`src/sv/connection_slot_table_assert.svh`:
```
// ----------------------------------------------------------------------------
// Connection slot table assertion macros
// Shared assertion forms for the connection slot table design.
// ----------------------------------------------------------------------------
`ifndef CONNECTION_SLOT_TABLE_ASSERT_SVH
`define CONNECTION_SLOT_TABLE_ASSERT_SVH

// The consequent must hold in the same cycle as the antecedent.
`define CST_ASSERT_SAME(label, clk, rst_n, ante, cons) \
  label: assert property (@(posedge clk) disable iff (!rst_n) (ante) |-> (cons)) \
    else $error("connection_slot_table: assertion failed");

// The consequent must hold in the cycle after the antecedent.
`define CST_ASSERT_NEXT(label, clk, rst_n, ante, cons) \
  label: assert property (@(posedge clk) disable iff (!rst_n) (ante) |=> (cons)) \
    else $error("connection_slot_table: assertion failed");

`endif

```
`src/sv/cst_pkg.sv`:
```
// ----------------------------------------------------------------------------
// Connection slot table package
// Transaction types, command codes, widths and sequencer states.
// ----------------------------------------------------------------------------
package cst_pkg;

  localparam int SLOTS_DEF = 16;
  localparam int HANDLE_W  = 31;
  localparam int INDEX_W   = 4;
  localparam int COUNT_W   = 5;

  localparam logic [1:0] CMD_ADD    = 2'd0;
  localparam logic [1:0] CMD_REMOVE = 2'd1;
  localparam logic [1:0] CMD_FIND   = 2'd2;

  typedef struct packed {
    logic [1:0]          command;
    logic [HANDLE_W-1:0] handle;
  } in_item_t;

  typedef struct packed {
    logic               ok;
    logic [INDEX_W-1:0] slot_index;
    logic [COUNT_W-1:0] live_count;
  } out_item_t;

  typedef enum logic [1:0] {
    ST_IDLE,
    ST_SCAN,
    ST_DONE
  } state_t;

endpackage

```
`src/sv/connection_slot_table.sv`:
```
// ----------------------------------------------------------------------------
// Connection slot table
// Adds, removes and finds connection handles in a fixed table of slots.
// ----------------------------------------------------------------------------
// An input transaction on in_* carries a command (add, remove or find) and a
// handle. Each one produces exactly one output transaction on out_* with the
// success flag, the slot index and the number of live slots afterwards.
// Add takes the lowest free slot; remove and find act on the lowest live slot
// holding the handle. The sequencer checks one slot per cycle through the
// handle memory's registered read port until it finds the slot it needs or
// has checked the last slot, and then registers the result for the output
// register. An unused command code skips the scan. in_ready stays low while
// a transaction is in work. The next transaction is accepted in the cycle
// after the previous result enters the output register. The output
// register holds one result, so a new transaction can be accepted while
// the previous result waits; a stalled receiver holds the next result in
// the sequencer until the register frees. Reset empties the table and the
// live count at once; the handle memory is not cleared.
// ----------------------------------------------------------------------------
module connection_slot_table #(
  parameter int SLOTS = cst_pkg::SLOTS_DEF
) (
  input  logic               clk,
  input  logic               rst_n,
  input  logic               in_valid,
  output logic               in_ready,
  input  cst_pkg::in_item_t  in_item,
  output logic               out_valid,
  input  logic               out_ready,
  output cst_pkg::out_item_t out_item
);

  `include "connection_slot_table_assert.svh"

  localparam int IDX_W = (SLOTS > 1) ? $clog2(SLOTS) : 1;

  logic                         res_valid;
  logic                         res_ready;
  cst_pkg::out_item_t           res_item;
  logic                         mem_rd_en;
  logic [IDX_W-1:0]             mem_rd_addr;
  logic [cst_pkg::HANDLE_W-1:0] mem_rd_data;
  logic                         mem_wr_en;
  logic [IDX_W-1:0]             mem_wr_addr;
  logic [cst_pkg::HANDLE_W-1:0] mem_wr_data;
  logic                         out_valid_r, out_valid_nxt;
  cst_pkg::out_item_t           out_item_r, out_item_nxt;
  logic                         load;

  cst_ctrl #(
    .SLOTS(SLOTS),
    .IDX_W(IDX_W)
  ) u_ctrl (
    .clk        (clk),
    .rst_n      (rst_n),
    .in_valid   (in_valid),
    .in_ready   (in_ready),
    .in_item    (in_item),
    .res_valid  (res_valid),
    .res_ready  (res_ready),
    .res_item   (res_item),
    .mem_rd_en  (mem_rd_en),
    .mem_rd_addr(mem_rd_addr),
    .mem_rd_data(mem_rd_data),
    .mem_wr_en  (mem_wr_en),
    .mem_wr_addr(mem_wr_addr),
    .mem_wr_data(mem_wr_data)
  );

  cst_handle_mem #(
    .SLOTS(SLOTS),
    .IDX_W(IDX_W)
  ) u_mem (
    .clk    (clk),
    .wr_en  (mem_wr_en),
    .wr_addr(mem_wr_addr),
    .wr_data(mem_wr_data),
    .rd_en  (mem_rd_en),
    .rd_addr(mem_rd_addr),
    .rd_data(mem_rd_data)
  );

  assign res_ready = !out_valid_r || out_ready;
  assign load      = res_valid && res_ready;

  always_comb begin
    out_item_nxt  = out_item_r;
    out_valid_nxt = out_valid_r && !out_ready;
    if (load) begin
      out_item_nxt  = res_item;
      out_valid_nxt = 1'b1;
    end
  end

  always_ff @(posedge clk) begin
    if (!rst_n) begin
      out_valid_r <= 1'b0;
    end else begin
      out_valid_r <= out_valid_nxt;
    end
  end

  always_ff @(posedge clk) begin
    out_item_r <= out_item_nxt;
  end

  assign out_valid = out_valid_r;
  assign out_item  = out_item_r;

  `CST_ASSERT_NEXT(a_busy_after_accept, clk, rst_n, in_valid && in_ready, !in_ready)
  `CST_ASSERT_SAME(a_index_zero_on_fail, clk, rst_n, out_valid && !out_item.ok,
                   out_item.slot_index == '0)
  `CST_ASSERT_NEXT(a_result_loads_register, clk, rst_n, res_valid && res_ready,
                   out_valid && (out_item == $past(res_item)))

endmodule

```
`src/sv/cst_handle_mem.sv`:
```
// ----------------------------------------------------------------------------
// Connection slot table handle memory
// One write port and one registered read port holding the slot handles.
// ----------------------------------------------------------------------------
module cst_handle_mem #(
  parameter int SLOTS = cst_pkg::SLOTS_DEF,
  parameter int IDX_W = 4
) (
  input  logic                         clk,
  input  logic                         wr_en,
  input  logic [IDX_W-1:0]             wr_addr,
  input  logic [cst_pkg::HANDLE_W-1:0] wr_data,
  input  logic                         rd_en,
  input  logic [IDX_W-1:0]             rd_addr,
  output logic [cst_pkg::HANDLE_W-1:0] rd_data
);

  logic [cst_pkg::HANDLE_W-1:0] mem [SLOTS];

  always_ff @(posedge clk) begin
    if (wr_en) begin
      mem[wr_addr] <= wr_data;
    end
  end

  always_ff @(posedge clk) begin
    if (rd_en) begin
      rd_data <= mem[rd_addr];
    end
  end

endmodule

```
`src/sv/cst_ctrl.sv`:
```
// ----------------------------------------------------------------------------
// Connection slot table sequencer
// Scans the slots one per cycle with a shared compare and updates the table.
// ----------------------------------------------------------------------------
module cst_ctrl #(
  parameter int SLOTS = cst_pkg::SLOTS_DEF,
  parameter int IDX_W = 4
) (
  input  logic                         clk,
  input  logic                         rst_n,
  input  logic                         in_valid,
  output logic                         in_ready,
  input  cst_pkg::in_item_t            in_item,
  output logic                         res_valid,
  input  logic                         res_ready,
  output cst_pkg::out_item_t           res_item,
  output logic                         mem_rd_en,
  output logic [IDX_W-1:0]             mem_rd_addr,
  input  logic [cst_pkg::HANDLE_W-1:0] mem_rd_data,
  output logic                         mem_wr_en,
  output logic [IDX_W-1:0]             mem_wr_addr,
  output logic [cst_pkg::HANDLE_W-1:0] mem_wr_data
);

  localparam logic [IDX_W-1:0] LAST_IDX = IDX_W'(SLOTS - 1);

  cst_pkg::state_t              state_r, state_nxt;
  logic [1:0]                   cmd_r, cmd_nxt;
  logic [cst_pkg::HANDLE_W-1:0] handle_r, handle_nxt;
  logic [IDX_W-1:0]             scan_idx_r, scan_idx_nxt;
  logic                         iss_done_r, iss_done_nxt;
  logic                         cmp_vld_r, cmp_vld_nxt;
  logic [IDX_W-1:0]             cmp_idx_r, cmp_idx_nxt;
  logic                         cmp_last_r, cmp_last_nxt;
  logic [SLOTS-1:0]             valid_r, valid_nxt;
  logic [cst_pkg::COUNT_W-1:0]  count_r, count_nxt;
  logic                         ok_r, ok_nxt;
  logic [IDX_W-1:0]             found_r, found_nxt;
  logic                         in_fire;
  logic                         cmd_known;
  logic                         hit;
  logic                         miss_end;
  logic [IDX_W+cst_pkg::INDEX_W-1:0] found_ext;

  assign in_fire   = in_valid && in_ready;
  assign cmd_known = (in_item.command == cst_pkg::CMD_ADD) ||
                     (in_item.command == cst_pkg::CMD_REMOVE) ||
                     (in_item.command == cst_pkg::CMD_FIND);
  assign hit = cmp_vld_r && ((cmd_r == cst_pkg::CMD_ADD) ? !valid_r[cmp_idx_r] :
               (valid_r[cmp_idx_r] && (mem_rd_data == handle_r)));
  assign miss_end  = cmp_vld_r && cmp_last_r && !hit;
  assign found_ext = {{cst_pkg::INDEX_W{1'b0}}, found_r};

  always_comb begin
    state_nxt = state_r;
    case (state_r)
      cst_pkg::ST_IDLE: begin
        if (in_fire) begin
          state_nxt = cmd_known ? cst_pkg::ST_SCAN : cst_pkg::ST_DONE;
        end
      end
      cst_pkg::ST_SCAN: begin
        if (hit || miss_end) begin
          state_nxt = cst_pkg::ST_DONE;
        end
      end
      cst_pkg::ST_DONE: begin
        if (res_ready) begin
          state_nxt = cst_pkg::ST_IDLE;
        end
      end
      default: state_nxt = cst_pkg::ST_IDLE;
    endcase
  end

  always_comb begin
    in_ready    = (state_r == cst_pkg::ST_IDLE);
    res_valid   = (state_r == cst_pkg::ST_DONE);
    mem_rd_en   = (state_r == cst_pkg::ST_SCAN) && !iss_done_r;
    mem_rd_addr = scan_idx_r;
    mem_wr_en   = (state_r == cst_pkg::ST_SCAN) && hit && (cmd_r == cst_pkg::CMD_ADD);
    mem_wr_addr = cmp_idx_r;
    mem_wr_data = handle_r;
    res_item.ok         = ok_r;
    res_item.slot_index = found_ext[cst_pkg::INDEX_W-1:0];
    res_item.live_count = count_r;
  end

  always_comb begin
    cmd_nxt      = cmd_r;
    handle_nxt   = handle_r;
    scan_idx_nxt = scan_idx_r;
    iss_done_nxt = iss_done_r;
    cmp_vld_nxt  = cmp_vld_r;
    cmp_idx_nxt  = cmp_idx_r;
    cmp_last_nxt = cmp_last_r;
    valid_nxt    = valid_r;
    count_nxt    = count_r;
    ok_nxt       = ok_r;
    found_nxt    = found_r;
    case (state_r)
      cst_pkg::ST_IDLE: begin
        if (in_fire) begin
          cmd_nxt      = in_item.command;
          handle_nxt   = in_item.handle;
          scan_idx_nxt = '0;
          iss_done_nxt = 1'b0;
          cmp_vld_nxt  = 1'b0;
          ok_nxt       = 1'b0;
          found_nxt    = '0;
        end
      end
      cst_pkg::ST_SCAN: begin
        cmp_vld_nxt = !iss_done_r;
        if (!iss_done_r) begin
          cmp_idx_nxt  = scan_idx_r;
          cmp_last_nxt = (scan_idx_r == LAST_IDX);
          if (scan_idx_r == LAST_IDX) begin
            iss_done_nxt = 1'b1;
          end else begin
            scan_idx_nxt = scan_idx_r + 1'b1;
          end
        end
        if (hit) begin
          ok_nxt       = 1'b1;
          found_nxt    = cmp_idx_r;
          cmp_vld_nxt  = 1'b0;
          iss_done_nxt = 1'b1;
          if (cmd_r == cst_pkg::CMD_ADD) begin
            valid_nxt[cmp_idx_r] = 1'b1;
            count_nxt            = count_r + 1'b1;
          end else if (cmd_r == cst_pkg::CMD_REMOVE) begin
            valid_nxt[cmp_idx_r] = 1'b0;
            count_nxt            = count_r - 1'b1;
          end
        end else if (miss_end) begin
          cmp_vld_nxt = 1'b0;
        end
      end
      default: begin
      end
    endcase
  end

  always_ff @(posedge clk) begin
    if (!rst_n) begin
      state_r    <= cst_pkg::ST_IDLE;
      iss_done_r <= 1'b1;
      cmp_vld_r  <= 1'b0;
      valid_r    <= '0;
      count_r    <= '0;
    end else begin
      state_r    <= state_nxt;
      iss_done_r <= iss_done_nxt;
      cmp_vld_r  <= cmp_vld_nxt;
      valid_r    <= valid_nxt;
      count_r    <= count_nxt;
    end
  end

  always_ff @(posedge clk) begin
    cmd_r      <= cmd_nxt;
    handle_r   <= handle_nxt;
    scan_idx_r <= scan_idx_nxt;
    cmp_idx_r  <= cmp_idx_nxt;
    cmp_last_r <= cmp_last_nxt;
    ok_r       <= ok_nxt;
    found_r    <= found_nxt;
  end

endmodule

```
`config.mk`:
```
export PLATFORM = sky130hd
export DESIGN_NAME = connection_slot_table
export DESIGN_NICKNAME = d
export VERILOG_FILES = /design/src/sv/cst_pkg.sv /design/src/sv/connection_slot_table.sv /design/src/sv/cst_handle_mem.sv /design/src/sv/cst_ctrl.sv
export VERILOG_INCLUDE_DIRS = /design/src /design/src/sv
export SDC_FILE = /design/constraint.sdc
export NUM_CORES = 1
export LEC_CHECK = 0
export BUFFER_PORTS_ARGS = -buffer_cell sky130_fd_sc_hd__buf_2
export CORE_UTILIZATION = 62
export CTS_CLUSTER_SIZE = 16
export DETAILED_ROUTE_END_ITERATION = 8
export GPL_ROUTABILITY_DRIVEN = 0
export PLACE_DENSITY = 0.82
export SETUP_SLACK_MARGIN = 0.5
export SYNTH_ARGS = -nofsm -noshare
export SYNTH_HDL_FRONTEND = slang
export SYNTH_HIERARCHICAL = 1
export SYNTH_SLANG_ARGS = --single-unit
```
`constraint.sdc`:
```
create_clock -name clk -period 7.3 [get_ports clk]
set_input_delay 1.46 -clock clk [delete_from_list [all_inputs] [get_ports clk]]
set_output_delay 1.46 -clock clk [all_outputs]
set_load 0.005 [all_outputs]
```
Word-level counts from Yosys, hierarchy flattened --
Memory sizes are Yosys's and may differ from the RTL's. A register that Yosys moved wholly into a read port is not among the register bits. Index checks and enable logic that the tools add are counted.
Storage, ports and cells: bits in registers 83, memory bits (writable) 496, logic and storage cells 104, memories kept 1
Operators by class: $add $sub $neg 3, $lt $le $gt $ge 2, equal/unequal tests 13, muxes and demuxes 33, bitwise operators 4, reduce and logical (&&, ||, !) cells 32
Memories:
- u_mem.mem | words 16, width 31, read ports 1, clocked after memory_dff 1, wr ports 1, RTL line cst_handle_mem.sv:18 | logic [cst_pkg::HANDLE_W-1:0] mem [SLOTS];
Operators by type and width (count):
- 2-to-1 mux 16 bit | 2
- equality test 31 bit | 1
- bitwise AND 16 bit | 1
- 2-to-1 mux 4 bit | 4
- NOT 16 bit | 1
- bitwise OR 16 bit | 1
- one-hot mux 4 bit (2 select lines) | 2
- 2-to-1 mux 1 bit | 13
- logical AND 1 bit | 11
- 2-to-1 mux 5 bit | 2
- AND reduction 3 bit | 3
- 2-to-1 mux 2 bit | 4
- equality test 2 x 1 -> 1 bit, second input constant | 3
- zero test 2 bit | 3
- inequality test 2 x 1 -> 1 bit, second input constant | 3
- inequality test 2 bit, second input constant | 3
- one-hot mux 1 bit (2 select lines) | 3
- one-hot mux 2 bit (3 select lines) | 1
- AND reduction 2 bit | 3
- adder 5 x 1 -> 5 bit, second input constant | 1
- zero test 1 bit | 5
- less-than comparator 4 x 5 -> 1 bit, second input constant | 1
- subtractor 5 x 1 -> 5 bit, second input constant | 1
- adder 4 x 1 -> 4 bit, second input constant | 1
- 9 further kinds | 14

Longest topological paths before layout --
depth in word-level cells 10, gate-level depth with buffers 9, gate-level depth less buffers 8

Modules after synthesis --
The synthesis kept the hierarchy.
By module, submodules not included:
- cst_handle_mem | times used 1, cells each 812, area an instance 19558.8 um^2, sequential area each 15825.2 um^2
- cst_ctrl | times used 1, cells each 291, area an instance 3412.0 um^2, sequential area each 1911.8 um^2
- connection_slot_table | times used 1, cells each 15, area an instance 357.8 um^2, sequential area each 320.3 um^2

Least setup slack after synthesis --
Ideal clock, no wire load.
kind reg2reg, start register u_ctrl.cmp_idx_r[1], in the netlist u_ctrl/mem_wr_addr[1], end memory u_mem/mem[0][0] (netlist bit), enable pin, setup time 458 ps, data arrival time 4592 ps, required time 6842 ps, setup slack 2250 ps, cell stages (with the launch flop) 10, buffers on the path 1, clock period less this slack 5050 ps, cell sequence edfxtp_1 -> buf_6 -> mux4_1 -> mux2i_1 -> mux2i_1 -> nor2_2 -> o21ai_0 -> nor2_1 -> or3b_1 -> nor3_1
On the way: cells in the longest elaborated chain, start to end 9, elaborated cells between the ends (all ways) 10, classes of those cells mux: 5; reduce/logical: 5
RTL lines:
- start: declaration | RTL line cst_ctrl.sv:33 | logic [IDX_W-1:0] cmp_idx_r, cmp_idx_nxt;
- start signal: assignment | RTL line cst_ctrl.sv:165 | cmp_idx_r <= cmp_idx_nxt;
- binary-select mux 1 bit (select 4 bit) (*) | RTL line cst_ctrl.sv:49, cst_ctrl.sv:50
- 2-to-1 mux 1 bit (not written as such) (*) | RTL line cst_ctrl.sv:49, cst_ctrl.sv:50
- logical AND 1 bit / zero test 1 bit (equally long branches) | RTL line cst_ctrl.sv:50, cst_ctrl.sv:49
- 2-to-1 mux 1 bit (*) | RTL line cst_ctrl.sv:49 | assign hit = cmp_vld_r && ((cmd_r == cst_pkg::CMD_ADD) ? !valid_r[cmp_idx_r] :
- logical AND 1 bit (*) | RTL line cst_ctrl.sv:49
- logical AND 1 bit (*) (2 in series) | RTL line cst_ctrl.sv:81 | mem_wr_en = (state_r == cst_pkg::ST_SCAN) && hit && (cmd_r == cst_pkg::CMD_ADD);
- named net mem_wr_en | RTL line connection_slot_table.sv:43 | logic mem_wr_en;
- 2-to-1 mux 1 bit (*) | RTL line cst_handle_mem.sv:21 | if (wr_en) begin
- 2-to-1 mux 1 bit (not written as such) (*) | RTL line cst_handle_mem.sv:22 | mem[wr_addr] <= wr_data;
- end: declaration | RTL line cst_handle_mem.sv:18
Mark *: on every way through the listed nets, which the timed path passes. The rest lies on a longest branch. The select of a mux whose other input is x is not followed.

Worst setup path after layout --
start register u_ctrl.handle_r, in the netlist u_ctrl/mem_wr_data[8], end memory u_mem/mem[12][25] (netlist bit), enable pin
On the way: cells in the longest elaborated chain, start to end 8
RTL lines:
- start: declaration | RTL line cst_ctrl.sv:29 | logic [cst_pkg::HANDLE_W-1:0] handle_r, handle_nxt;
- start signal: assignment | RTL line cst_ctrl.sv:163 | handle_r <= handle_nxt;
- equality test 31 bit | RTL line cst_ctrl.sv:50 | (valid_r[cmp_idx_r] && (mem_rd_data == handle_r)));
- logical AND 1 bit | RTL line cst_ctrl.sv:50
- 2-to-1 mux 1 bit | RTL line cst_ctrl.sv:49
- logical AND 1 bit | RTL line cst_ctrl.sv:49
- logical AND 1 bit (2 in series) | RTL line cst_ctrl.sv:81
- named net mem_wr_en | RTL line connection_slot_table.sv:43
- 2-to-1 mux 1 bit | RTL line cst_handle_mem.sv:21
- 2-to-1 mux 1 bit (not written as such) | RTL line cst_handle_mem.sv:22
The timed path passes the listed nets, and every way through them passes these cells.

==> impl_results.html <==
<table>
<tr><th>Metric</th><th>Value</th></tr>
<tr><th colspan="2">Critical path</th></tr>
<tr><td>Setup crit start</td><td>u_ctrl/mem_wr_data[8]</td></tr>
<tr><td>CP Data Arrival Time</td><td>5.96 ns</td></tr>
<tr><td>Worst setup EP type</td><td>flip-flop</td></tr>
<tr><td>Type of origin of the critical path</td><td>flip-flop</td></tr>
<tr><td>Highest net fanout along the worst path</td><td>22</td></tr>
<tr><td>WP data required</td><td>7.58 ns</td></tr>
<tr><td>Launch point of the worst reg-to-reg path</td><td>u_ctrl/mem_wr_data[8]</td></tr>
<tr><td>Worst Path Class, Setup</td><td>reg2reg</td></tr>
<tr><th colspan="2">Clock tree</th></tr>
<tr><td>Hold-fix buffer count after cts</td><td>0</td></tr>
<tr><td>Clock root buffer</td><td>sky130_fd_sc_hd__clkbuf_16</td></tr>
<tr><td>H-tree levels</td><td>2</td></tr>
<tr><td>Postcts setup bufs</td><td>0</td></tr>
<tr><td>Num CTS Buffers</td><td>57</td></tr>
<tr><td>Post-cts gate resize count</td><td>0</td></tr>
<tr><td>Skew-Pair Late Insertion Delay</td><td>0.61 ns</td></tr>
<tr><td>TritonCTS clock tree</td><td>yes</td></tr>
<tr><td>Clock-pin slew on the worst setup and hold paths</td><td>0.06 ns</td></tr>
<tr><td>Sinks on the clock net</td><td>610</td></tr>
<tr><td>Clock buffer depth</td><td>3</td></tr>
<tr><th colspan="2">Cells and area</th></tr>
<tr><td>Count of nets after finishing</td><td>1235</td></tr>
<tr><td>Proportion of layout cells with a drive suffix above 1</td><td>24.7%</td></tr>
<tr><td>Most common cell after layout, fill and taps aside</td><td>sky130_fd_sc_hd__edfxtp_1</td></tr>
<tr><td>Synth-to-Final Area Change</td><td>11.7%</td></tr>
<tr><td>Number of inserted diodes</td><td>0</td></tr>
<tr><td>Final cell area excluding filler cells</td><td>26100 sq um</td></tr>
<tr><td>Most frequent cells in the layout</td><td>584 x sky130_fd_sc_hd__edfxtp_1, 124 x sky130_fd_sc_hd__mux4_2, 62 x sky130_fd_sc_hd__a22oi_1, 60 x sky130_fd_sc_hd__nand2_1, 59 x sky130_fd_sc_hd__clkbuf_16</td></tr>
<tr><th colspan="2">Drt</th></tr>
<tr><td>Detailed-route DRC error count</td><td>0</td></tr>
<tr><td>Average vias per placed instance</td><td>6.76</td></tr>
<tr><td>DRC marker count from the first detailed-route iteration</td><td>1350</td></tr>
<tr><td>Router iterations before antenna repair</td><td>5</td></tr>
<tr><td>Total number of vias</td><td>11546</td></tr>
<tr><td>Per-cell routed wire length</td><td>29.9 um</td></tr>
<tr><td>Number of routed nets with antenna violations</td><td>0</td></tr>
<tr><td>Aggregate routed wire length</td><td>51.0 mm</td></tr>
<tr><th colspan="2">Synthesis</th></tr>
<tr><td>Async S/R FF share, synth</td><td>0%</td></tr>
<tr><td>Flip-flop cell with the highest count after synthesis</td><td>sky130_fd_sc_hd__edfxtp_1</td></tr>
<tr><td>Count of cell types in the netlist</td><td>45</td></tr>
<tr><td>Count of flip-flops with a built-in enable after synthesis</td><td>584</td></tr>
<tr><td>Synth Register Bits</td><td>610</td></tr>
<tr><td>Mapped Nets</td><td>1160</td></tr>
<tr><td>Warnings from Yosys</td><td>6</td></tr>
<tr><td>Mapped Area</td><td>23300 sq um</td></tr>
<tr><td>Post-Syn Area per Cell</td><td>20.9 sq um</td></tr>
<tr><td>Proportion of synthesized chip area in sequential cells</td><td>77.4%</td></tr>
<tr><td>Post-Synthesis Cells</td><td>1118</td></tr>
<tr><th colspan="2">Global route</th></tr>
<tr><td>Total Routing Usage GR</td><td>27.8%</td></tr>
<tr><td>Maximum number of pins on one net before global-route repair</td><td>113</td></tr>
<tr><td>Via count of the first global-routing pass</td><td>11973</td></tr>
<tr><td>Overflow left after global routing</td><td>0</td></tr>
<tr><td>Antenna violations before repair</td><td>0</td></tr>
<tr><td>First-pass GRT wire length</td><td>75.6 mm</td></tr>
<tr><th colspan="2">Timing</th></tr>
<tr><td>Hold Vio Cnt, Final</td><td>0</td></tr>
<tr><td>Aggregate negative setup slack</td><td>0 ns</td></tr>
<tr><td>Worst slew margin relative to its limit</td><td>9.56%</td></tr>
<tr><td>Unrepaired setup endpoints after global routing</td><td>no</td></tr>
<tr><td>Post-route worst setup slack</td><td>1.62 ns</td></tr>
<tr><td>Tmin final</td><td>5.68 ns</td></tr>
<tr><td>Worst Max-Slew Pin Slew</td><td>1.35 ns</td></tr>
<tr><td>Final number of setup-violating endpoints</td><td>0</td></tr>
<tr><td>Max Clock Freq</td><td>176 MHz</td></tr>
<tr><td>Final clock skew</td><td>0.0174 ns</td></tr>
<tr><td>Ratio of final minimum period to clock period</td><td>77.8%</td></tr>
<tr><td>Pins Over Slew Limit</td><td>0</td></tr>
<tr><th colspan="2">Placed design</th></tr>
<tr><td>HPWL after detailed placement</td><td>25.2 mm</td></tr>
<tr><td>Quantity of I/O buffers inserted on ports</td><td>48</td></tr>
<tr><td>Minimum setup slack after placement</td><td>1.91 ns</td></tr>
<tr><td>Area post-placement</td><td>24200 sq um</td></tr>
<tr><th colspan="2">Outcome</th></tr>
<tr><td>Run status</td><td>completed</td></tr>
<tr><th colspan="2">Hold path</th></tr>
<tr><td>Class of the tightest hold or removal check</td><td>reg2reg</td></tr>
<tr><td>Start point of the worst min-delay path</td><td>u_ctrl/found_r[0]</td></tr>
<tr><th colspan="2">Run</th></tr>
<tr><td>Maximum Capacitance Violations</td><td>0</td></tr>
<tr><th colspan="2">Power</th></tr>
<tr><td>Ratio of total power to cell area</td><td>279 nW/um^2</td></tr>
<tr><td>Worst ir drop on vdd</td><td>0.000222 V</td></tr>
<tr><td>Reported leakage power</td><td>0.00838 uW</td></tr>
<tr><th colspan="2">Floorplan</th></tr>
<tr><td>Full die area</td><td>38400 sq um</td></tr>
<tr><td>Floorplan die width</td><td>196 um</td></tr>
<tr><td>Core footprint</td><td>36800 sq um</td></tr>
<tr><td>Number of placed I/O pins</td><td>49</td></tr>
<tr><td>Y dimension of the die</td><td>196 um</td></tr>
<tr><td>Total number of placement rows</td><td>70</td></tr>
<tr><td>Initial core utilization</td><td>63.4%</td></tr>
</table>
==> flip-flops by register name (all words and copies together) (netlist names), 4 cells and up, named ones only <==
register            cells
u_mem/mem             496
u_ctrl/mem_wr_data     31
u_mem/rd_data          31
out_item               10
u_ctrl/count_r          5
u_ctrl/found_r          4
u_ctrl/mem_rd_addr      4
u_ctrl/mem_wr_addr      4
==> power by group <==
group          internal (uW)  switching, uW  total, uW
combinational            176            217        392
sequential              3880           63.2       3950
clock                   1700           1240       2940
==> cell families after synthesis <==
| logic type | after synthesis | share of synthesized area [%] |
|---|---|---|
| AOI/OAI and AO/OA | 100 | 3.06 |
| and+or+nand+nor | 152 | 3.09 |
| adders and majority gates | 5 | 0.300 |
| xor gates and xnor gates | 36 | 1.35 |
| DFF | 610 | 77.4 |
| buffers and inverters | 66 | 1.47 |
| muxes | 149 | 13.3 |
==> per-stage QoR <==
step	util [%]	power, uW	instances	hold WS, ns
after CTS	70.8	7320	1707	0.420
after detailed placement	65.8	4410	1602	0.405
final	70.8	7280	1707	0.418
after global routing	70.8	7470	1707	0.424
after global placement	65.8	4390	1602	0.404
after floorplan	-	4290	1118	0.400
==> Yosys cell counts (3+ instances only) <==
master                     number  share of area [%]
sky130_fd_sc_hd__a21oi_1        3              0.064
sky130_fd_sc_hd__buf_2         16               0.34
sky130_fd_sc_hd__mux4_1         4               0.45
sky130_fd_sc_hd__ha_1           4               0.21
sky130_fd_sc_hd__and2_1         5               0.13
sky130_fd_sc_hd__mux4_2       124                 12
sky130_fd_sc_hd__nor2_1        36               0.58
sky130_fd_sc_hd__nand4_1        7               0.19
sky130_fd_sc_hd__xnor2_1       31                1.2
sky130_fd_sc_hd__nor2b_1        5               0.13
sky130_fd_sc_hd__buf_6          9               0.43
sky130_fd_sc_hd__and3_1         3              0.080
sky130_fd_sc_hd__o21ai_0       17               0.36
sky130_fd_sc_hd__nor3b_1        3              0.097
sky130_fd_sc_hd__nand3_1        4              0.086
sky130_fd_sc_hd__o211ai_1       5               0.16
sky130_fd_sc_hd__nand3b_1       3              0.097
sky130_fd_sc_hd__xor2_1         5               0.19
sky130_fd_sc_hd__a221oi_1       5               0.19
sky130_fd_sc_hd__nand2b_1       8               0.21
sky130_fd_sc_hd__inv_1         12               0.19
sky130_fd_sc_hd__a22oi_1       62                2.0
sky130_fd_sc_hd__nor3_1         8               0.17
sky130_fd_sc_hd__edfxtp_1     584                 75
sky130_fd_sc_hd__dfxtp_1       26                2.2
sky130_fd_sc_hd__clkbuf_1      26               0.42
sky130_fd_sc_hd__nand2_1       60               0.97
sky130_fd_sc_hd__mux2i_1       21               0.90
==> per-layer routing <==
| metal | wire length [um] | GRT usage (%) |
|---|---|---|
| met5 | 0 | 0 |
| met4 | 2000 | 12.1 |
| met3 | 5240 | 6.31 |
| met2 | 25000 | 44.4 |
| met1 | 18700 | 37.2 |
==> layout make-up <==
| class | count | area, sq um |
|---|---|---|
| clock buffers | 73 | 1580 |
| clock inverters | 32 | 289 |
| fillers | 2024 | 10700 |
| inverters | 12 | 45.0 |
| multi-input cells | 442 | 5070 |
| flip-flops and latches | 610 | 18100 |
| well taps | 468 | 586 |
| repair buffers | 70 | 430 |
==> worst max-delay path, stage by stage (launching register included) <==
cell                       delay (ns)
sky130_fd_sc_hd__edfxtp_1        0.63
sky130_fd_sc_hd__xnor2_1         0.30
sky130_fd_sc_hd__nand4_1         0.21
sky130_fd_sc_hd__nor4_1          0.81
sky130_fd_sc_hd__and3_1          0.71
sky130_fd_sc_hd__o21ai_0         0.34
sky130_fd_sc_hd__nor2_1          0.38
sky130_fd_sc_hd__nand3_1         0.40
sky130_fd_sc_hd__nor3_2          1.13
sky130_fd_sc_hd__buf_4           0.44
==> final timing paths <==
check / endpoint / slack (ns) / depth (start not counted)
min: out_item[5] / 0.42 / 0
min reg2reg: out_item[5] / 0.42 / 0
max: u_mem/mem[12][25] / 1.62 / 9
max reg2reg: u_mem/mem[12][25] / 1.62 / 9
No activity file was read; power rests on OpenSTA's default activity.
